**src/rtl/core/gbcm_pkg.sv**
```systemverilog
// ----------------------------------------------------------------------------
// Glyph blit package
// Types, stream layout constants, the matrix mapping ROM and row helpers.
// ----------------------------------------------------------------------------
package gbcm_pkg;

	// Input stream layout, lowest bit first.
	localparam int BITS_W      = 56;
	localparam int WIDTH_W     = 3;
	localparam int SHIFT_W     = 3;
	localparam int POSX_W      = 6;
	localparam int POSY_W      = 5;
	localparam int COLOR_W     = 16;
	localparam int BITS_LSB    = 0;
	localparam int WIDTH_LSB   = BITS_LSB + BITS_W;
	localparam int SHIFT_LSB   = WIDTH_LSB + WIDTH_W;
	localparam int POSX_LSB    = SHIFT_LSB + SHIFT_W;
	localparam int POSY_LSB    = POSX_LSB + POSX_W;
	localparam int COLOR_LSB   = POSY_LSB + POSY_W;
	localparam int IN_USED_W   = COLOR_LSB + COLOR_W;
	localparam int IN_TDATA_W  = ((IN_USED_W + 7) / 8) * 8;

	// Output stream layout, lowest bit first.
	localparam int ADDR_W      = 8;
	localparam int ADV_W       = 3;
	localparam int OUT_USED_W  = ADDR_W + COLOR_W + ADV_W;
	localparam int OUT_TDATA_W = ((OUT_USED_W + 7) / 8) * 8;

	localparam int GLYPH_ROWS  = 7;
	localparam int MAX_WRITES  = 49;
	localparam int WCNT_W      = 6;
	localparam int CRD_W       = 7;   // signed coordinate arithmetic
	localparam int RSHIFT_W    = 4;   // total row shift, up to 13 for a visible glyph

	localparam int ROM_ROWS    = 7;
	localparam int ROM_COLS    = 26;

	localparam logic [7:0] MAP_ROM [ROM_ROWS][ROM_COLS] = '{
		'{8'hC7, 8'hC6, 8'hC5, 8'hC4, 8'hC3, 8'hC2, 8'hC1, 8'hC0, 8'hCF, 8'hCE, 8'hCD,
		  8'hCC, 8'hCB, 8'hF7, 8'hF6, 8'hF5, 8'hF4, 8'hF3, 8'hF2, 8'hF1, 8'hF0, 8'hFF,
		  8'hFE, 8'hFD, 8'hFC, 8'hFB},
		'{8'hD7, 8'hD6, 8'hD5, 8'hD4, 8'hD3, 8'hD2, 8'hD1, 8'hD0, 8'hDF, 8'hDE, 8'hDD,
		  8'hDC, 8'hDB, 8'h17, 8'h16, 8'h15, 8'h14, 8'h13, 8'h12, 8'h11, 8'h10, 8'h1F,
		  8'h1E, 8'h1D, 8'h1C, 8'h1B},
		'{8'hB7, 8'hB6, 8'hB5, 8'hB4, 8'hB3, 8'hB2, 8'hB1, 8'hB0, 8'hBF, 8'hBE, 8'hBD,
		  8'hBC, 8'hBB, 8'h27, 8'h26, 8'h25, 8'h24, 8'h23, 8'h22, 8'h21, 8'h20, 8'h2F,
		  8'h2E, 8'h2D, 8'h2C, 8'h2B},
		'{8'hA7, 8'hA6, 8'hA5, 8'hA4, 8'hA3, 8'hA2, 8'hA1, 8'hA0, 8'hAF, 8'hAE, 8'hAD,
		  8'hAC, 8'hAB, 8'h07, 8'h06, 8'h05, 8'h04, 8'h03, 8'h02, 8'h01, 8'h00, 8'h0F,
		  8'h0E, 8'h0D, 8'h0C, 8'h0B},
		'{8'h87, 8'h86, 8'h85, 8'h84, 8'h83, 8'h82, 8'h81, 8'h80, 8'h8F, 8'h8E, 8'h8D,
		  8'h8C, 8'h8B, 8'h37, 8'h36, 8'h35, 8'h34, 8'h33, 8'h32, 8'h31, 8'h30, 8'h3F,
		  8'h3E, 8'h3D, 8'h3C, 8'h3B},
		'{8'h97, 8'h96, 8'h95, 8'h94, 8'h93, 8'h92, 8'h91, 8'h90, 8'h9F, 8'h9E, 8'h9D,
		  8'h9C, 8'h9B, 8'h57, 8'h56, 8'h55, 8'h54, 8'h53, 8'h52, 8'h51, 8'h50, 8'h5F,
		  8'h5E, 8'h5D, 8'h5C, 8'h5B},
		'{8'h77, 8'h76, 8'h75, 8'h74, 8'h73, 8'h72, 8'h71, 8'h70, 8'h7F, 8'h7E, 8'h7D,
		  8'h7C, 8'h7B, 8'h47, 8'h46, 8'h45, 8'h44, 8'h43, 8'h42, 8'h41, 8'h40, 8'h4F,
		  8'h4E, 8'h4D, 8'h4C, 8'h4B}
	};

	// Commands from the controller to the datapath.
	typedef struct packed {
		logic load;   // capture the input item
		logic setup;  // latch the clipped window and the first row
		logic step;   // visit one pixel position
		logic mark;   // emit the end marker
	} dp_cmd_t;

	// Status from the datapath to the controller.
	typedef struct packed {
		logic visible;   // clipped window holds at least one pixel
		logic col_end;   // current column is the last of the window
		logic row_end;   // current row is the last of the window
		logic out_free;  // output register can take a result this cycle
	} dp_status_t;

	// Framebuffer index for a screen position; positions outside the ROM map to zero.
	function automatic logic [ADDR_W-1:0] map_lookup(input int row, input int col);
		if (row >= ROM_ROWS || col >= ROM_COLS) begin
			return '0;
		end
		return MAP_ROM[3'(row)][5'(col)];
	endfunction

	// One glyph row after the right shift; rows past the seventh read as zero.
	function automatic logic [7:0] glyph_row_sel(input logic [BITS_W-1:0] bits,
			input logic [2:0] r, input logic [RSHIFT_W-1:0] sh);
		logic [BITS_W-1:0] t;
		t = bits >> {r, 3'b000};
		if (int'(r) >= GLYPH_ROWS || sh[RSHIFT_W-1]) begin
			return '0;
		end
		return t[7:0] >> sh[RSHIFT_W-2:0];
	endfunction

endpackage

```
**src/rtl/core/gbcm_ctrl.sv**
```systemverilog
// ----------------------------------------------------------------------------
// Glyph blit controller
// Sequences capture, clip setup, the pixel scan and the end marker.
// ----------------------------------------------------------------------------
module gbcm_ctrl (
	input  logic                  clk,
	input  logic                  arst_n,
	input  logic                  s_tvalid,
	output logic                  s_tready,
	output gbcm_pkg::dp_cmd_t     cmd,
	input  gbcm_pkg::dp_status_t  status
);
	import gbcm_pkg::*;

	typedef enum logic [1:0] {
		ST_IDLE,
		ST_SETUP,
		ST_SCAN,
		ST_MARK
	} state_t;

	state_t state_q;

	assign s_tready = (state_q == ST_IDLE);

	always_comb begin
		cmd       = '0;
		cmd.load  = (state_q == ST_IDLE) && s_tvalid;
		cmd.setup = (state_q == ST_SETUP);
		cmd.step  = (state_q == ST_SCAN) && status.out_free;
		cmd.mark  = (state_q == ST_MARK) && status.out_free;
	end

	always_ff @(posedge clk or negedge arst_n) begin
		if (!arst_n) begin
			state_q <= ST_IDLE;
		end else begin
			unique case (state_q)
				ST_IDLE: begin
					if (s_tvalid) state_q <= ST_SETUP;
				end
				ST_SETUP: begin
					state_q <= status.visible ? ST_SCAN : ST_MARK;
				end
				ST_SCAN: begin
					if (status.out_free && status.col_end && status.row_end) begin
						state_q <= ST_MARK;
					end
				end
				ST_MARK: begin
					if (status.out_free) state_q <= ST_IDLE;
				end
				default: state_q <= ST_IDLE;
			endcase
		end
	end

endmodule

```
**src/rtl/core/gbcm_datapath.sv**
```systemverilog
// ----------------------------------------------------------------------------
// Glyph blit datapath
// Item registers, clipping, the column and row counters and the result register.
// ----------------------------------------------------------------------------
module gbcm_datapath #(
	parameter int MATRIX_COLS = 26,
	parameter int MATRIX_ROWS = 7,
	parameter int FONT_ROWS   = 7
) (
	input  logic                                clk,
	input  logic                                arst_n,
	input  gbcm_pkg::dp_cmd_t                   cmd,
	output gbcm_pkg::dp_status_t                status,
	input  logic [gbcm_pkg::IN_TDATA_W-1:0]     item_data,
	output logic                                m_tvalid,
	input  logic                                m_tready,
	output logic [gbcm_pkg::OUT_TDATA_W-1:0]    m_tdata,
	output logic                                m_tuser,
	output logic                                m_tlast
);
	import gbcm_pkg::*;

	localparam int XW = $clog2(MATRIX_COLS + 1);
	localparam int YW = $clog2(MATRIX_ROWS + 1);
	localparam logic signed [CRD_W-1:0] SW_S = CRD_W'(MATRIX_COLS);
	localparam logic signed [CRD_W-1:0] SH_S = CRD_W'(MATRIX_ROWS);
	localparam logic signed [CRD_W-1:0] GH_S = CRD_W'(FONT_ROWS);
	localparam logic signed [CRD_W-1:0] ONE_S = CRD_W'(1);

	// Captured item.
	logic [BITS_W-1:0]  bits_q;
	logic [WIDTH_W-1:0] width_q;
	logic [SHIFT_W-1:0] gshift_q;
	logic [POSX_W-1:0]  pos_x_q;
	logic [POSY_W-1:0]  pos_y_q;
	logic [COLOR_W-1:0] color_q;

	// Scan state.
	logic [XW-1:0]       sx_q, x0_q, x_last_q;
	logic [YW-1:0]       sy_q, y_last_q;
	logic [2:0]          gr_q;
	logic [RSHIFT_W-1:0] shift_q;
	logic [7:0]          row_q;
	logic [WCNT_W-1:0]   wcnt_q;

	// Result register.
	logic                out_valid_q;
	logic                out_write_q;
	logic                out_last_q;
	logic [ADDR_W-1:0]   out_addr_q;
	logic [COLOR_W-1:0]  out_color_q;
	logic [ADV_W-1:0]    out_adv_q;

	// Clipping of the glyph window against the screen.
	logic signed [CRD_W-1:0] x_ext, y_ext, x_end_raw, y_end_raw;
	logic signed [CRD_W-1:0] x0, y0, x_end, y_end, x_neg, y_neg;
	logic [2:0]              first_row;
	logic [RSHIFT_W-1:0]     shift_sum;
	logic                    lit, col_end;

	always_comb begin
		x_ext     = {pos_x_q[POSX_W-1], pos_x_q};
		y_ext     = {{(CRD_W-POSY_W){pos_y_q[POSY_W-1]}}, pos_y_q};
		x_end_raw = x_ext + $signed({{(CRD_W-WIDTH_W){1'b0}}, width_q});
		y_end_raw = y_ext + GH_S;
		x_neg     = -x_ext;
		y_neg     = -y_ext;
		x0        = x_ext[CRD_W-1] ? '0 : x_ext;
		y0        = y_ext[CRD_W-1] ? '0 : y_ext;
		x_end     = (x_end_raw > SW_S) ? SW_S : x_end_raw;
		y_end     = (y_end_raw > SH_S) ? SH_S : y_end_raw;
		// Columns cut off at the left are pushed out of the row by extra shift.
		first_row = y_ext[CRD_W-1] ? y_neg[2:0] : 3'd0;
		shift_sum = {1'b0, gshift_q} + (x_ext[CRD_W-1] ? x_neg[RSHIFT_W-1:0] : '0);
	end

	assign col_end = (sx_q == x_last_q);
	assign lit     = row_q[0] && (int'(wcnt_q) < MAX_WRITES);

	always_comb begin
		status          = '0;
		status.visible  = (x0 < x_end) && (y0 < y_end);
		status.col_end  = col_end;
		status.row_end  = (sy_q == y_last_q);
		status.out_free = !out_valid_q || m_tready;
	end

	always_ff @(posedge clk) begin
		if (cmd.load) begin
			bits_q   <= item_data[BITS_LSB +: BITS_W];
			width_q  <= item_data[WIDTH_LSB +: WIDTH_W];
			gshift_q <= item_data[SHIFT_LSB +: SHIFT_W];
			pos_x_q  <= item_data[POSX_LSB +: POSX_W];
			pos_y_q  <= item_data[POSY_LSB +: POSY_W];
			color_q  <= item_data[COLOR_LSB +: COLOR_W];
		end
	end

	always_ff @(posedge clk or negedge arst_n) begin
		if (!arst_n) begin
			sx_q     <= '0;
			x0_q     <= '0;
			x_last_q <= '0;
			sy_q     <= '0;
			y_last_q <= '0;
			gr_q     <= '0;
			shift_q  <= '0;
			row_q    <= '0;
			wcnt_q   <= '0;
		end else if (cmd.setup) begin
			sx_q     <= XW'(x0);
			x0_q     <= XW'(x0);
			x_last_q <= XW'(x_end - ONE_S);
			sy_q     <= YW'(y0);
			y_last_q <= YW'(y_end - ONE_S);
			gr_q     <= first_row;
			shift_q  <= shift_sum;
			row_q    <= glyph_row_sel(bits_q, first_row, shift_sum);
			wcnt_q   <= '0;
		end else if (cmd.step) begin
			if (lit) wcnt_q <= wcnt_q + 1'b1;
			if (col_end) begin
				sx_q  <= x0_q;
				sy_q  <= sy_q + 1'b1;
				gr_q  <= gr_q + 1'b1;
				row_q <= glyph_row_sel(bits_q, gr_q + 3'd1, shift_q);
			end else begin
				sx_q  <= sx_q + 1'b1;
				row_q <= row_q >> 1;
			end
		end
	end

	always_ff @(posedge clk or negedge arst_n) begin
		if (!arst_n) begin
			out_valid_q <= 1'b0;
		end else if ((cmd.step && lit) || cmd.mark) begin
			out_valid_q <= 1'b1;
		end else if (m_tready) begin
			out_valid_q <= 1'b0;
		end
	end

	always_ff @(posedge clk) begin
		if (cmd.step && lit) begin
			out_write_q <= 1'b1;
			out_last_q  <= 1'b0;
			out_addr_q  <= map_lookup(int'(sy_q), int'(sx_q));
			out_color_q <= color_q;
			out_adv_q   <= '0;
		end else if (cmd.mark) begin
			out_write_q <= 1'b0;
			out_last_q  <= 1'b1;
			out_addr_q  <= '0;
			out_color_q <= '0;
			out_adv_q   <= width_q;
		end
	end

	assign m_tvalid = out_valid_q;
	assign m_tuser  = out_write_q;
	assign m_tlast  = out_last_q;
	assign m_tdata  = {{(OUT_TDATA_W-OUT_USED_W){1'b0}}, out_adv_q, out_color_q, out_addr_q};

endmodule

```
**src/rtl/core/glyph_blit_clip_matrix_map_unit.sv**
```systemverilog
// ----------------------------------------------------------------------------
// Glyph blit unit with clipping and matrix mapping
// Draws one glyph per input transfer into the LED matrix framebuffer.
// ----------------------------------------------------------------------------
// Usage: each slave transfer carries one glyph, its signed position and a
// color. The glyph is clipped against the screen, and every lit visible pixel
// leaves as one master transfer with m_tuser high (a framebuffer write whose
// address comes from the matrix mapping ROM). The run always ends with one
// marker transfer, m_tuser low and m_tlast high, that carries the advance.
// Writes go row by row from the top, left to right within a row.
// The item is captured and the window is clipped; then every pixel position
// of the clipped window is visited, lit or not, and last the marker is sent.
// A scan step that finds a lit pixel registers its write in the result
// register. s_tready is high only between glyphs.
// Reset clears the controller, the scan counters and the result valid flag;
// the item registers and the result payload are not reset.
// When the receiver stalls, the scan waits on the result register and holds.
// ----------------------------------------------------------------------------
module glyph_blit_clip_matrix_map_unit #(
	parameter int MATRIX_COLS = 26,
	parameter int MATRIX_ROWS = 7,
	parameter int FONT_ROWS   = 7
) (
	input  logic                                clk,
	input  logic                                arst_n,
	input  logic                                s_tvalid,
	output logic                                s_tready,
	// glyph_bits[55:0], width[58:56], shift[61:59], pos_x[67:62],
	// pos_y[72:68], draw_color[88:73], zero fill [95:89]
	input  logic [gbcm_pkg::IN_TDATA_W-1:0]     s_tdata,
	output logic                                m_tvalid,
	input  logic                                m_tready,
	// pixel_address[7:0], pixel_color[23:8], advance[26:24], zero fill [31:27]
	output logic [gbcm_pkg::OUT_TDATA_W-1:0]    m_tdata,
	// is_write[0]
	output logic                                m_tuser,
	output logic                                m_tlast
);
	import gbcm_pkg::*;

	dp_cmd_t    cmd;
	dp_status_t status;

	gbcm_ctrl u_ctrl (
		.clk      (clk),
		.arst_n   (arst_n),
		.s_tvalid (s_tvalid),
		.s_tready (s_tready),
		.cmd      (cmd),
		.status   (status)
	);

	gbcm_datapath #(
		.MATRIX_COLS (MATRIX_COLS),
		.MATRIX_ROWS (MATRIX_ROWS),
		.FONT_ROWS   (FONT_ROWS)
	) u_datapath (
		.clk       (clk),
		.arst_n    (arst_n),
		.cmd       (cmd),
		.status    (status),
		.item_data (s_tdata),
		.m_tvalid  (m_tvalid),
		.m_tready  (m_tready),
		.m_tdata   (m_tdata),
		.m_tuser   (m_tuser),
		.m_tlast   (m_tlast)
	);

endmodule

```
**config.mk**
```make
export PLATFORM = sky130hd
export DESIGN_NAME = glyph_blit_clip_matrix_map_unit
export DESIGN_NICKNAME = d
export VERILOG_FILES = /design/src/rtl/core/gbcm_pkg.sv /design/src/rtl/core/gbcm_ctrl.sv /design/src/rtl/core/gbcm_datapath.sv /design/src/rtl/core/glyph_blit_clip_matrix_map_unit.sv
export SDC_FILE = /design/constraint.sdc
export NUM_CORES = 1
export LEC_CHECK = 0
export BUFFER_PORTS_ARGS = -buffer_cell sky130_fd_sc_hd__buf_4
export CAP_MARGIN = 10
export CORE_MARGIN = 2
export CORE_UTILIZATION = 60
export DETAILED_ROUTE_END_ITERATION = 12
export PLACE_DENSITY = 0.83
export REMOVE_ABC_BUFFERS = 1
export SKIP_CTS_REPAIR_TIMING = 1
export SYNTH_ARGS = -nofsm -noshare
export SYNTH_HDL_FRONTEND = slang
export SYNTH_SLANG_ARGS = --single-unit
export TNS_END_PERCENT = 30
```
**constraint.sdc**
```tcl
create_clock -name clk -period 7.04 [get_ports clk]
set_input_delay 0 -clock clk [delete_from_list [all_inputs] [get_ports clk]]
set_output_delay 0 -clock clk [all_outputs]
set_load 0.01 [all_outputs]
```
# --- Yosys cells after proc, flatten, opt, wreduce, memory -nomap -nowiden ---
# Memories as Yosys holds them, arrays and structs flattened.
# Index checks and enable logic that the tools add are counted.
totals:
  register_bits: 163
  romBits: 1664
  in_bits: 100
  out_inout_bits: 36
  wordCells: 133
  mem_count: 1
op_classes:
  add_sub_neg: 11
  magnitude_cmp: 11
  eq_ne: 8
  shift: 4
  muxes: 51
  bitwise_logic: 2
  reduce_logical: 23
mem_list:
  columns: ["name", "depth", "width", "rd", "rd_ports_with_merged_regs", "write_ports", "line_no", "rtl"]
  rows:
  - ["(no name shown)", 8, 208, 1, 0, 0, "gbcm_pkg.sv:83", "return MAP_ROM[3'(row)][5'(col)];"]
op_table:
  columns: ["operator", "count"]
  rows:
  - ["two-way mux 208 bit", 2]
  - ["right shift 56 x 6 -> 8 bit", 2]
  - ["two-way mux 8 bit", 13]
  - ["binary-select mux 8 bit (select 5 bit)", 1]
  - ["two-way mux 16 bit", 2]
  - ["two-way mux 3 bit", 7]
  - ["two-way mux 5 bit", 4]
  - ["two-way mux 6 bit", 3]
  - ["right shift 8 x 3 -> 8 bit", 2]
  - ["two-way mux 7 bit", 2]
  - ["two-way mux 1 bit", 11]
  - ["nonzero test 2 bit", 5]
  - [">= comparator 3 bit, second input constant", 3]
  - ["logical AND 1 bit", 8]
  - ["two-way mux 4 bit", 2]
  - ["one-hot mux 2 bit (4 select lines)", 1]
  - ["adder 6 x 4 -> 7 bit", 1]
  - ["> comparator 7 x 4 -> 1 bit, second input constant", 1]
  - ["> comparator 7 x 6 -> 1 bit, second input constant", 1]
  - ["less-than comparator 5 x 7 -> 1 bit", 1]
  - ["less-than comparator 6 x 7 -> 1 bit", 1]
  - ["adder 3 x 1 -> 3 bit, second input constant", 2]
  - ["adder 5 x 4 -> 6 bit, second input constant", 1]
  - ["adder 6 x 1 -> 6 bit, second input constant", 1]
  - ["24 further kinds", 33]

# --- Logic depth before layout (Yosys ltp) ---
# Gate-level depths: netlist (run 1).
depth:
  depth_word: 11
  ltp_mapped: 18
  ltp_nobuf: 15

# --- Modules after synthesis ---
# From an unflattened synthesis (run 1), not the netlist that was laid out.
unflattened:
  cells_unflattened: 818
  area_unflattened_um2: 8922.3
modules_own_cells:
  columns: ["mod", "instances", "cells_each", "area_per_inst_um2"]
  rows:
  - ["gbcm_datapath", 1, 797, 8714.6]
  - ["gbcm_ctrl", 1, 21, 207.7]

# --- Worst setup path after synthesis (run 1) ---
# Ideal clock, no wire load.
synth_path:
  kind: "flip-flop to flip-flop"
  start: "register u_datapath.pos_x_q[0]"
  end: "register u_ctrl.state_q[0]"
  setup_ns: 0.128
  t_arrival_ns: 3.451
  required_time_ns: 6.912
  path_slack_ns: 3.461
  stages_incl_launch_ff: 16
  n_path_buf: 0
  period_less_slack_ns: 3.579
  cell_sequence: "edfxtp_1 > ha_1 > inv_1 > fa_1 > nand2b_1 > a211o_1 > a211oi_1 > nor3_1 > a21boi_0 > ha_1 > nor3_1 > nand4_1 > a221oi_1 > nand4_1 > a311oi_1 > nor3_1"
synth_via:
  elab_chain_cells: 7
synth_rtl:
  columns: ["element", "line_no", "rtl"]
  rows:
  - ["start, declared", "gbcm_datapath.sv:34", "logic [POSX_W-1:0] pos_x_q;"]
  - ["start signal, assigned", "gbcm_datapath.sv:93", "pos_x_q <= item_data[POSX_LSB +: POSX_W];"]
  - ["adder 6 x 4 -> 7 bit", "gbcm_datapath.sv:64", "x_end_raw = x_ext + $signed({{(CRD_W-WIDTH_W){1'b0}}, width_q});"]
  - ["> comparator 7 x 6 -> 1 bit", "gbcm_datapath.sv:70", "x_end = (x_end_raw > SW_S) ? SW_S : x_end_raw;"]
  - ["two-way mux 7 bit", "gbcm_datapath.sv:70", null]
  - ["less-than comparator 6 x 7 -> 1 bit *", "gbcm_datapath.sv:82", "status.visible = (x0 < x_end) && (y0 < y_end);"]
  - ["logical AND 1 bit *", "gbcm_datapath.sv:82", null]
  - ["two-way mux 1 bit *", "gbcm_ctrl.sv:43", "state_q <= status.visible ? ST_SCAN : ST_MARK;"]
  - ["one-hot mux 2 bit (4 select lines) *", "gbcm_ctrl.sv:38", "unique case (state_q)"]
  - ["end signal, assigned", "gbcm_ctrl.sv:43", null]
  - ["end, declared", "gbcm_ctrl.sv:22", "state_t state_q;"]
# Mark *: on every way between the ends. The rest lies on a longest branch, timed or not.
# A chain may end at the register's enable or synchronous reset.

# --- Worst setup path after layout (run 1) ---
layout_path:
  start: "register u_datapath.pos_y_q[0]"
  end: "register u_ctrl.state_q[0]"
layout_via:
  elab_chain_cells: 7
layout_rtl:
  columns: ["element", "line_no", "rtl"]
  rows:
  - ["start, declared", "gbcm_datapath.sv:35", "logic [POSY_W-1:0] pos_y_q;"]
  - ["start signal, assigned", "gbcm_datapath.sv:94", "pos_y_q <= item_data[POSY_LSB +: POSY_W];"]
  - ["adder 5 x 4 -> 6 bit", "gbcm_datapath.sv:65", "y_end_raw = y_ext + GH_S;"]
  - ["> comparator 7 x 4 -> 1 bit", "gbcm_datapath.sv:71", "y_end = (y_end_raw > SH_S) ? SH_S : y_end_raw;"]
  - ["two-way mux 7 bit", "gbcm_datapath.sv:71", null]
  - ["less-than comparator 5 x 7 -> 1 bit *", "gbcm_datapath.sv:82", null]
  - ["logical AND 1 bit *", "gbcm_datapath.sv:82", null]
  - ["two-way mux 1 bit *", "gbcm_ctrl.sv:43", null]
  - ["one-hot mux 2 bit (4 select lines) *", "gbcm_ctrl.sv:38", null]
# Marks and branches as above.

==> impl_metrics.tcl, run 1 <==
set metrics [dict create \
    syn_avg_cell_area_um2 11.3 \
    cp_num_buf_inv 1 \
    path_clk_slew_ns 0.07 \
    synth.top_cells.by_count "edfxtp_1, nor2_1, nand2_1, a21oi_1, dfrtp_1" \
    synthFlopType "edfxtp_1" \
    layoutNonFillerInstCount 1186 \
    yosysMostFrequentCell "edfxtp_1" \
    yosys.area_share.simple_pct 13.3 \
    area_growth_pct 27.1 \
    maxCapViolCount 0 \
    dieArea_mm2 0.0160 \
    synth_top_family_by_area "compound AO/OA/AOI/OAI gates" \
    die_width_um 127 \
    start_kind "flop" \
    critical_path.max_stage_delay_ns 1.00 \
    power.density_mw_per_mm2 402 \
    synth_xor_area_share_pct 2.62 \
    clk_latency_ns 0.43 \
    rows 44 \
    fmax_mhz 227 \
    rsz0062_at_grt "false" \
    clock_path_buffers 2 \
    antenna_found_initial 0 \
    synth-async-reset-ratio_pct 27.6 \
    antenna_left 0 \
    netlist_area_mm2 0.00902 \
    relSlewSlack_pct 20.3 \
    drtIter0Drc 788 \
    wirelength_um 24200 \
    final_util_pct 78.6 \
    diodes 0 \
    cp.required_ns 7.34 \
    port_buffers 123 \
    ys_types 81 \
    drcViolationCount 0 \
    min_period_ns 4.41 \
    grt.total_usage_pct 26.9 \
    die_h_um 127 \
    grt_pass1_vias 6754 \
    worst_slack_ns 2.63 \
    drive_above_1_share_pct 20.0 \
    synth_area_leaders "edfxtp_1, dfrtp_1, ha_1" \
    place_congestion 0.886 \
    cts_max_level 4 \
    cp_max_fo 31 \
    path_cells "inv_1 -> ha_1 -> or4b_1 -> a21oi_1 -> o21ai_1 -> and3_1 -> ha_1 -> nor3_1 -> nand4_1 -> a221oi_1 -> nand4_1 -> a311oi_1 -> nor3_1" \
    crit_path_top_delay_cell "edfxtp_1" \
    dp_hpwl_um 14900 \
    num_io_pins 136 \
    finalSetupTns_ns 0 \
    post-place-ws_ns 2.80 \
    path_delay_family "simple AND/OR/NAND/NOR gates" \
    status "completed" \
    fin_crit_sh_pct 62.6 \
    finalHoldViolCount 0 \
    synth_mux_area_share_pct 9.17 \
    arrival_ns 4.71 \
    clock-root-buffer "clkbuf_16" \
    synth_edf_count 113 \
    tightest_slew_ns 1.19 \
    worstHoldPathType "primary input to flop" \
    synth_fa_ha_area_share_pct 5.71 \
    slew_viol_final 0 \
    end_kind "flop" \
    criticalPathCategory "flop to flop" \
    cts_sinks 163 \
    syn_inst 797 \
    firstDrtPassIters 5 \
    avgViaCountPerCell 6.16 \
    globalRoute.totalOverflow 0 \
    yosys.area.top_type_share_pct 37.6 \
    finClkSkew_ns 0.0135 \
    min-delay-start "s_tvalid" \
    yosys_warnings 0 \
    synth-seq-cells 163 \
    grt_pass1_wl_um 33900 \
    synth_compound_area_share_pct 13.4 \
    yosysTopAreaCell "edfxtp_1" \
    cts_tree "built" \
    core_mm2 0.0146 \
    ir_worst_vdd_v 0.000291 \
    vias 7305 \
    dp_cells 1064 \
    critical_path.startpoint "u_datapath.pos_y_q[0]$_DFFE_PP_" \
    start_util_pct 61.9 \
    grt_max_degree 90 \
    fin_nets 1129 \
    cts_buffers 17 \
    wire_per_inst_um 20.4 \
    synth-seq-area-share_pct 51.2 \
    leakagePower_nw 4.70 \
    finalSetupViolCount 0 \
    r2r-start "u_datapath.pos_y_q[0]$_DFFE_PP_" \
]
## layout by cell type (no fill, tap or decap), types with 5 or more instances in the layout
cell and instances:
nor4_1 9, a221oi_1 8, and2_1 21, nand4_1 5, edfxtp_1 113, a31oi_1 15
a211oi_1 8, dfrtp_1 45, and4b_1 8, mux2_2 16, nand2b_1 10, mux2i_1 35
inv_1 36, a21oi_1 47, inv_6 6, nor2b_1 5, clkbuf_16 17, nand2_1 57
a21o_1 7, xor2_1 15, mux4_2 12, buf_4 129, nor3_1 14, nor2_1 62
o21ai_0 31, xnor2_1 12, conb_1 5, o221ai_1 6, dlygate4sd3_1 90, ha_1 38
dfxtp_1 5, nand3_1 21
## worst reg2reg max path: cells and delay by family, from the launching register on
kind / cells / cell delay (ns)
and+or+nand+nor: 6 / 1.34
DFF: 1 / 1.00
AOI/OAI and AO/OA: 4 / 0.86
adders and majority gates: 2 / 0.64
buffers and inverters: 1 / 0.44
## state kept, by name, indices dropped and copies added (netlist names), 4 cells and up
| name | cells |
|---|---|
| u_datapath.pos_y_q | 5 |
| u_datapath.pos_x_q | 6 |
| u_datapath.x0_q | 5 |
| u_datapath.sx_q | 5 |
| u_datapath.out_color_q | 16 |
| u_datapath.bits_q | 56 |
| u_datapath.x_last_q | 5 |
| u_datapath.color_q | 16 |
| u_datapath.row_q | 8 |
| u_datapath.shift_q | 4 |
| u_datapath.out_addr_q | 8 |
| u_datapath.wcnt_q | 6 |
## power by group
part           internal, mW  switching [mW]  total (mW)  leakage (nW)
sequential             1.38           0.242        1.62          1.64
clock                 0.532           0.415       0.947         0.284
combinational         0.865            1.18        2.05          2.78
total                  2.77            1.84        4.61          4.70
## layout make-up
| type | count | area [um^2] |
|---|---|---|
| clock buffer | 17 | 425 |
| tap | 184 | 230 |
| multi-input combinational | 550 | 4010 |
| fill | 853 | 3120 |
| timing repair buffer | 219 | 1870 |
| clock inverter | 15 | 169 |
| sequential | 163 | 4620 |
| inverter | 38 | 143 |
## metrics by stage
step	power [mW]	hold WS (ns)	cell area (um^2)
after detailed placement	3.58	0.0414	9970
after global placement	3.48	0.0361	9970
after CTS	4.52	-0.411	10600
final	4.61	0.0320	11500
after global routing	4.88	0.0366	11500
after floorplan	2.95	-0.296	8770
## cells by family after synthesis
logic type,Yosys count
fa+ha+maj,40
flops,163
simple gates,234
xor+xnor,27
buf+inv,88
compound gates,179
other cells,1
mux,65
## path summary, 6_finish.rpt
kind | slack (ns) | depth (start not counted) | endpoint
max | 2.63 | 13 | u_ctrl.state_q[0]$_DFFE_PN0P_
min | 0.03 | 3 | u_ctrl.state_q[1]$_DFFE_PN0P_
max reg2reg | 2.63 | 13 | u_ctrl.state_q[0]$_DFFE_PN0P_
min reg2reg | 0.46 | 1 | u_datapath.m_tuser$_SDFFE_PP1P_
max in group asynchronous | 6.51 | 2 | u_datapath.sy_q[2]$_DFFE_PN0P_
min in group asynchronous | 0.12 | 2 | u_datapath.x_last_q[3]$_DFFE_PN0P_
## per-layer routing
metal  GRT usage [%]  wire length (um)  up-vias
li1                -                 -     3355
met1            33.3              9340     3545
met2            46.5             12800      343
met3            4.77              1380       62
met4            11.2               750        0
met5               0                 0        -
No activity file was read; power rests on OpenSTA's default activity.
==> inputs of run 2 (changes only) <==
--- a/config.mk
+++ b/config.mk
@@ -8,9 +8,9 @@
 export BUFFER_PORTS_ARGS = -buffer_cell sky130_fd_sc_hd__buf_4
 export CAP_MARGIN = 10
 export CORE_MARGIN = 2
-export CORE_UTILIZATION = 60
+export CORE_UTILIZATION = 58
 export DETAILED_ROUTE_END_ITERATION = 12
-export PLACE_DENSITY = 0.83
+export PLACE_DENSITY = 0.81
 export REMOVE_ABC_BUFFERS = 1
 export SKIP_CTS_REPAIR_TIMING = 1
 export SYNTH_ARGS = -nofsm -noshare
==> constraint.sdc (replaced) <==
create_clock -name clk -period 4.3 [get_ports clk]
set_input_delay 0 -clock clk [delete_from_list [all_inputs] [get_ports clk]]
set_output_delay 0 -clock clk [all_outputs]
set_load 0.01 [all_outputs]
==> run 2 against run 1 <==
Effect of this change:
- core utilization is 2.8 points lower
- sequential cell count stayed put
- global-route usage is 1.2 points lower
- sequential power is 62% higher
- via count is 0.12% lower
- final cell count is 1.0% higher
- critical endpoint unchanged
- largest cell class unchanged
==> impl_metrics.tcl, run 2 (synthesis results as in run 1) <==
set metrics [dict create \
    finalHoldViolCount 0 \
    timing.hold.ws_ns 0.0341 \
    layout_commonest_cell "buf_4" \
    power.density_mw_per_mm2 651 \
    status "completed" \
    rows 45 \
    grt_pass1_vias 6524 \
    die_width_um 129 \
    maxCapViolCount 0 \
    largest_reg_flops 56 \
    start_util_pct 59.4 \
    fillers 929 \
    fin_crit_sh_pct 87.2 \
    grt.total_usage_pct 25.6 \
    worst_slack_ns 0.550 \
    drcViolationCount 0 \
    net-switching-power_mw 3.04 \
    start_kind "flop" \
    crit_top_cell "nor3_1" \
    leakagePower_nw 4.74 \
    finalSetupTns_ns 0 \
    path_clk_slew_ns 0.07 \
    seqPwrFrac_pct 34.9 \
    rsz0062_at_grt "false" \
    clock_path_buffers 2 \
    wirelength_um 23200 \
    layoutNonFillerInstCount 1198 \
    arrival_ns 4.07 \
    drive_above_1_share_pct 20.5 \
    ir_worst_vdd_v 0.000397 \
    grt_max_degree 52 \
    cp.required_ns 4.62 \
    max_flop_register "u_datapath.bits_q" \
    p_comb_share_pct 45.1 \
    path_cells "ha_1 -> inv_1 -> fa_1 -> xor2_1 -> a211o_1 -> a21oi_1 -> nor3_1 -> a21boi_0 -> ha_1 -> nor3_1 -> nand4_1 -> a221oi_1 -> nand4_1 -> a311oi_1 -> nor3_1" \
    core_mm2 0.0152 \
    criticalPathCategory "flop to flop" \
    cts_tree "built" \
    cp_num_buf_inv 1 \
    wire_per_inst_um 19.3 \
    layout_common_cells "buf_4, edfxtp_1, dlygate4sd3_1" \
    area_growth_pct 27.7 \
    clock-root-buffer "clkbuf_16" \
    p_sw_share_pct 40.5 \
    fmax_mhz 267 \
    drtIter0Drc 737 \
    tightest_slew_ns 0.840 \
    slew_viol_final 0 \
    dp_hpwl_um 14400 \
    final_util_pct 75.8 \
    vias 7296 \
    num_io_pins 136 \
    relSlewSlack_pct 43.6 \
    firstDrtPassIters 5 \
    grt_pass1_wl_um 32900 \
    globalRoute.totalOverflow 0 \
    cts_max_level 4 \
    dpl_cell_area_mm2 0.0100 \
    dp_cells 1075 \
    dieArea_mm2 0.0166 \
    antenna_found_initial 1 \
    port_buffers 123 \
    fin_area_mm2 0.0115 \
    pwr-share-clk_pct 20.0 \
    end_kind "flop" \
    clk_latency_ns 0.44 \
    finalSetupViolCount 0 \
    antenna_left 0 \
    place_congestion 0.951 \
    path_delay_family "compound AO/OA/AOI/OAI gates" \
    fin_nets 1136 \
    cp_max_fo 6 \
    cts_buffers 17 \
    p_int_mw 4.46 \
    cts_sinks 163 \
    fin_total_pwr_mw 7.51 \
    critical_path.max_stage_delay_ns 0.45 \
    ff_latch_area_mm2 0.00462 \
    post-place-ws_ns 0.596 \
    die_h_um 129 \
    crit_path_top_delay_cell "fa_1" \
    finClkSkew_ns 0.00875 \
    min_period_ns 3.75 \
    largestRegisters "u_datapath.bits_q: 56 flops, u_datapath.color_q: 16 flops, u_datapath.out_color_q: 16 flops" \
    multi_input_area_mm2 0.00401 \
    avgViaCountPerCell 6.09 \
    worstHoldPathType "primary input to flop" \
]
## run 2: worst register-to-register path, cell delays in order (launching register included)
cell and delay, ns:
edfxtp_1 0.42, ha_1 0.20, inv_1 0.05, fa_1 0.45, xor2_1 0.25, a211o_1 0.32
a21oi_1 0.35, nor3_1 0.20, a21boi_0 0.17, ha_1 0.19, nor3_1 0.18, nand4_1 0.12
a221oi_1 0.27, nand4_1 0.17, a311oi_1 0.22, nor3_1 0.08
## run 2: worst paths after layout
check,from,end,slack (ns),cells after the start
worst min register to register,u_datapath.m_tuser$_SDFFE_PP1P_,u_datapath.m_tuser$_SDFFE_PP1P_,0.46,1
max in group asynchronous,arst_n,u_datapath.shift_q[1]$_DFFE_PN0P_,3.78,2
worst max register to register,u_datapath.pos_x_q[0]$_DFFE_PP_,u_ctrl.state_q[0]$_DFFE_PN0P_,0.55,15
min in group asynchronous,arst_n,u_datapath.row_q[3]$_DFFE_PN0P_,0.11,2
worst max-delay path,u_datapath.pos_x_q[0]$_DFFE_PP_,u_ctrl.state_q[0]$_DFFE_PN0P_,0.55,15
worst min-delay path,s_tvalid,u_ctrl.state_q[1]$_DFFE_PN0P_,0.03,3
## run 2: area by class of cell
type	count	share of cell area, %
flip-flops and latches	163	40.1
multi-input cells	550	34.8
clock inverters	15	1.43
repair buffers	226	16.7
inverters	38	1.24
diodes	1	0.0217
well taps	188	2.04
clock buffers	17	3.69
## run 2: power by group through the flow
stage               combinational (mW)  clock, mW  sequential (mW)
finish                            3.38       1.50             2.62
global route                      3.68       1.58             2.67
CTS                               3.25       1.51             2.60
detailed placement                3.22          0             2.63
global placement                  3.15          0             2.61
floorplan                         2.18          0             2.64
## run 2: routing by layer
metal	part of all wire (%)	up-vias	global-route usage, %	routed length, um
li1	-	3362	-	-
met1	41	3510	35.1	9400
met2	49	376	41.4	11400
met3	8.3	48	5.07	1930
met4	2.0	0	8.89	473
met5	0	-	0	0
==> inputs of run 3 (changes only) <==
--- a/config.mk
+++ b/config.mk
@@ -7,13 +7,15 @@
 export LEC_CHECK = 0
 export BUFFER_PORTS_ARGS = -buffer_cell sky130_fd_sc_hd__buf_4
 export CAP_MARGIN = 10
+export CELL_PAD_IN_SITES_DETAIL_PLACEMENT = 1
+export CELL_PAD_IN_SITES_GLOBAL_PLACEMENT = 1
 export CORE_MARGIN = 2
-export CORE_UTILIZATION = 58
+export CORE_UTILIZATION = 46
 export DETAILED_ROUTE_END_ITERATION = 12
-export PLACE_DENSITY = 0.81
+export PLACE_DENSITY_LB_ADDON = 0.1
 export REMOVE_ABC_BUFFERS = 1
 export SKIP_CTS_REPAIR_TIMING = 1
 export SYNTH_ARGS = -nofsm -noshare
 export SYNTH_HDL_FRONTEND = slang
 export SYNTH_SLANG_ARGS = --single-unit
-export TNS_END_PERCENT = 30
+export TNS_END_PERCENT = 1
==> run 3 against run 2 <==
Effect of this change:
- sequential share of layout area decreased by 0.39 points
- combinational power is 6% higher
- largest power group unchanged
- die area increased by 25%
==> impl_metrics.tcl, run 3 (synthesis results as in run 1) <==
set metrics [dict create \
    fin_total_pwr_mw 7.82 \
    vias 7386 \
    worstHoldPathType "primary input to flop" \
    criticalPathCategory "flop to flop" \
    cts_max_level 4 \
    dp_cells 1153 \
    layout_commonest_cell "buf_4" \
    rows 51 \
    rsz0062_at_grt "false" \
    critical_path.max_stage_delay_ns 0.47 \
    grt.total_usage_pct 25.1 \
    end_kind "flop" \
    path_cells "ha_1 -> inv_1 -> fa_1 -> nand2b_1 -> a211o_1 -> a211oi_1 -> buf_4 -> nor3_1 -> a21boi_0 -> ha_1 -> nor3_1 -> nand4_1 -> a221oi_1 -> nand4_1 -> a311oi_1 -> nor3_1" \
    num_io_pins 136 \
    largest_reg_flops 56 \
    globalRoute.totalOverflow 0 \
    finalSetupTns_ns 0 \
    finClkSkew_ns 0.0252 \
    crit_path_top_delay_cell "edfxtp_1" \
    tightest_slew_ns 0.776 \
    path_clk_slew_ns 0.07 \
    fin_crit_sh_pct 92.5 \
    wirelength_um 29900 \
    die_width_um 144 \
    multi_input_area_mm2 0.00402 \
    p_comb_share_pct 45.6 \
    fin_nets 1137 \
    net-switching-power_mw 3.33 \
    max_flop_register "u_datapath.bits_q" \
    clk_latency_ns 0.46 \
    largestRegisters "u_datapath.bits_q: 56 flops, u_datapath.color_q: 16 flops, u_datapath.out_color_q: 16 flops" \
    drcViolationCount 0 \
    seqPwrFrac_pct 34.3 \
    relSlewSlack_pct 47.9 \
    cts_tree "built" \
    finalSetupViolCount 0 \
    fmax_mhz 251 \
    layoutNonFillerInstCount 1275 \
    drtIter0Drc 417 \
    ir_worst_vdd_v 0.000360 \
    crit_top_cell "nor3_1" \
    cts_buffers 17 \
    start_util_pct 46.7 \
    wire_per_inst_um 23.4 \
    diodes 0 \
    status "completed" \
    place_congestion 0.888 \
    leakagePower_nw 4.75 \
    drive_above_1_share_pct 20.7 \
    firstDrtPassIters 5 \
    cp_max_fo 6 \
    finalHoldViolCount 0 \
    core_mm2 0.0193 \
    power.density_mw_per_mm2 672 \
    clock-root-buffer "clkbuf_16" \
    antenna_found_initial 0 \
    grt_pass1_vias 7132 \
    clock_path_buffers 2 \
    die_h_um 144 \
    grt_max_degree 52 \
    layout_common_cells "buf_4, edfxtp_1, dlygate4sd3_1" \
    area_growth_pct 29.0 \
    fillers 2024 \
    min_period_ns 3.98 \
    maxCapViolCount 0 \
    slew_viol_final 0 \
    p_int_mw 4.49 \
    grt_pass1_wl_um 39400 \
    start_kind "flop" \
    ff_latch_area_mm2 0.00462 \
    pwr-share-clk_pct 20.1 \
    dieArea_mm2 0.0208 \
    cts_sinks 163 \
    arrival_ns 4.29 \
    dp_hpwl_um 18100 \
    avgViaCountPerCell 5.79 \
    port_buffers 123 \
    cp.required_ns 4.62 \
    p_sw_share_pct 42.6 \
    antenna_left 0 \
]
[run 3: power groups by stage]
stage | clock, mW | sequential (mW) | combinational, mW
detailed placement | 0 | 2.67 | 3.40
finish | 1.57 | 2.68 | 3.57
CTS | 1.57 | 2.65 | 3.42
global route | 1.65 | 2.73 | 3.89
floorplan | 0 | 2.64 | 2.18
global placement | 0 | 2.64 | 3.27
[run 3: final timing paths]
check | from | end | slack [ns] | cells past startpoint
min in group asynchronous | arst_n | u_datapath.row_q[7]$_DFFE_PN0P_ | 0.12 | 2
max in group asynchronous | arst_n | u_datapath.x_last_q[4]$_DFFE_PN0P_ | 3.72 | 2
hold reg to reg | u_datapath.out_adv_q[0]$_SDFFE_PP0P_ | u_datapath.out_adv_q[0]$_SDFFE_PP0P_ | 0.48 | 2
setup / recovery | u_datapath.pos_x_q[0]$_DFFE_PP_ | u_ctrl.state_q[0]$_DFFE_PN0P_ | 0.32 | 16
setup reg to reg | u_datapath.pos_x_q[0]$_DFFE_PP_ | u_ctrl.state_q[0]$_DFFE_PN0P_ | 0.32 | 16
hold / removal | s_tvalid | u_ctrl.state_q[1]$_DFFE_PN0P_ | 0.01 | 3
[run 3: metrics by stage]
step	hold slack, ns	cell area, um^2	setup WS, ns	utilization, %
final	0.0146	11600	0.324	60.2
after floorplan	-0.296	8770	0.538	-
after global placement	0.0465	10100	0.543	52.4
after global routing	0.0238	11600	0.0767	60.2
after CTS	-0.405	10700	0.230	55.5
after detailed placement	0.0537	10100	0.280	52.4
[run 3: cell type report]
| class | count | share of cell area, % |
|---|---|---|
| Inverter | 38 | 1.23 |
| Sequential cell | 163 | 39.7 |
| Tap cell | 265 | 2.85 |
| Multi-Input combinational cell | 550 | 34.5 |
| Clock inverter | 15 | 1.48 |
| Timing Repair Buffer | 227 | 16.6 |
| Clock buffer | 17 | 3.66 |
[run 3: layer usage]
metal	part of all wire (%)	wire, um	GRT usage (%)	vias up
li1	-	-	-	3368
met1	43	12900	33.7	3737
met2	50	14900	41.6	227
met3	4.9	1470	5.73	54
met4	2.0	600	5.78	0
met5	0	0	0	-
[run 3: worst max-delay path, delay by kind of cell, from the launching register on]
kind	cells	cell delay (ns)
buf+inv	2	0.25
fa+ha+maj	3	0.94
flops	1	0.47
compound gates	5	1.29
simple gates	6	0.92
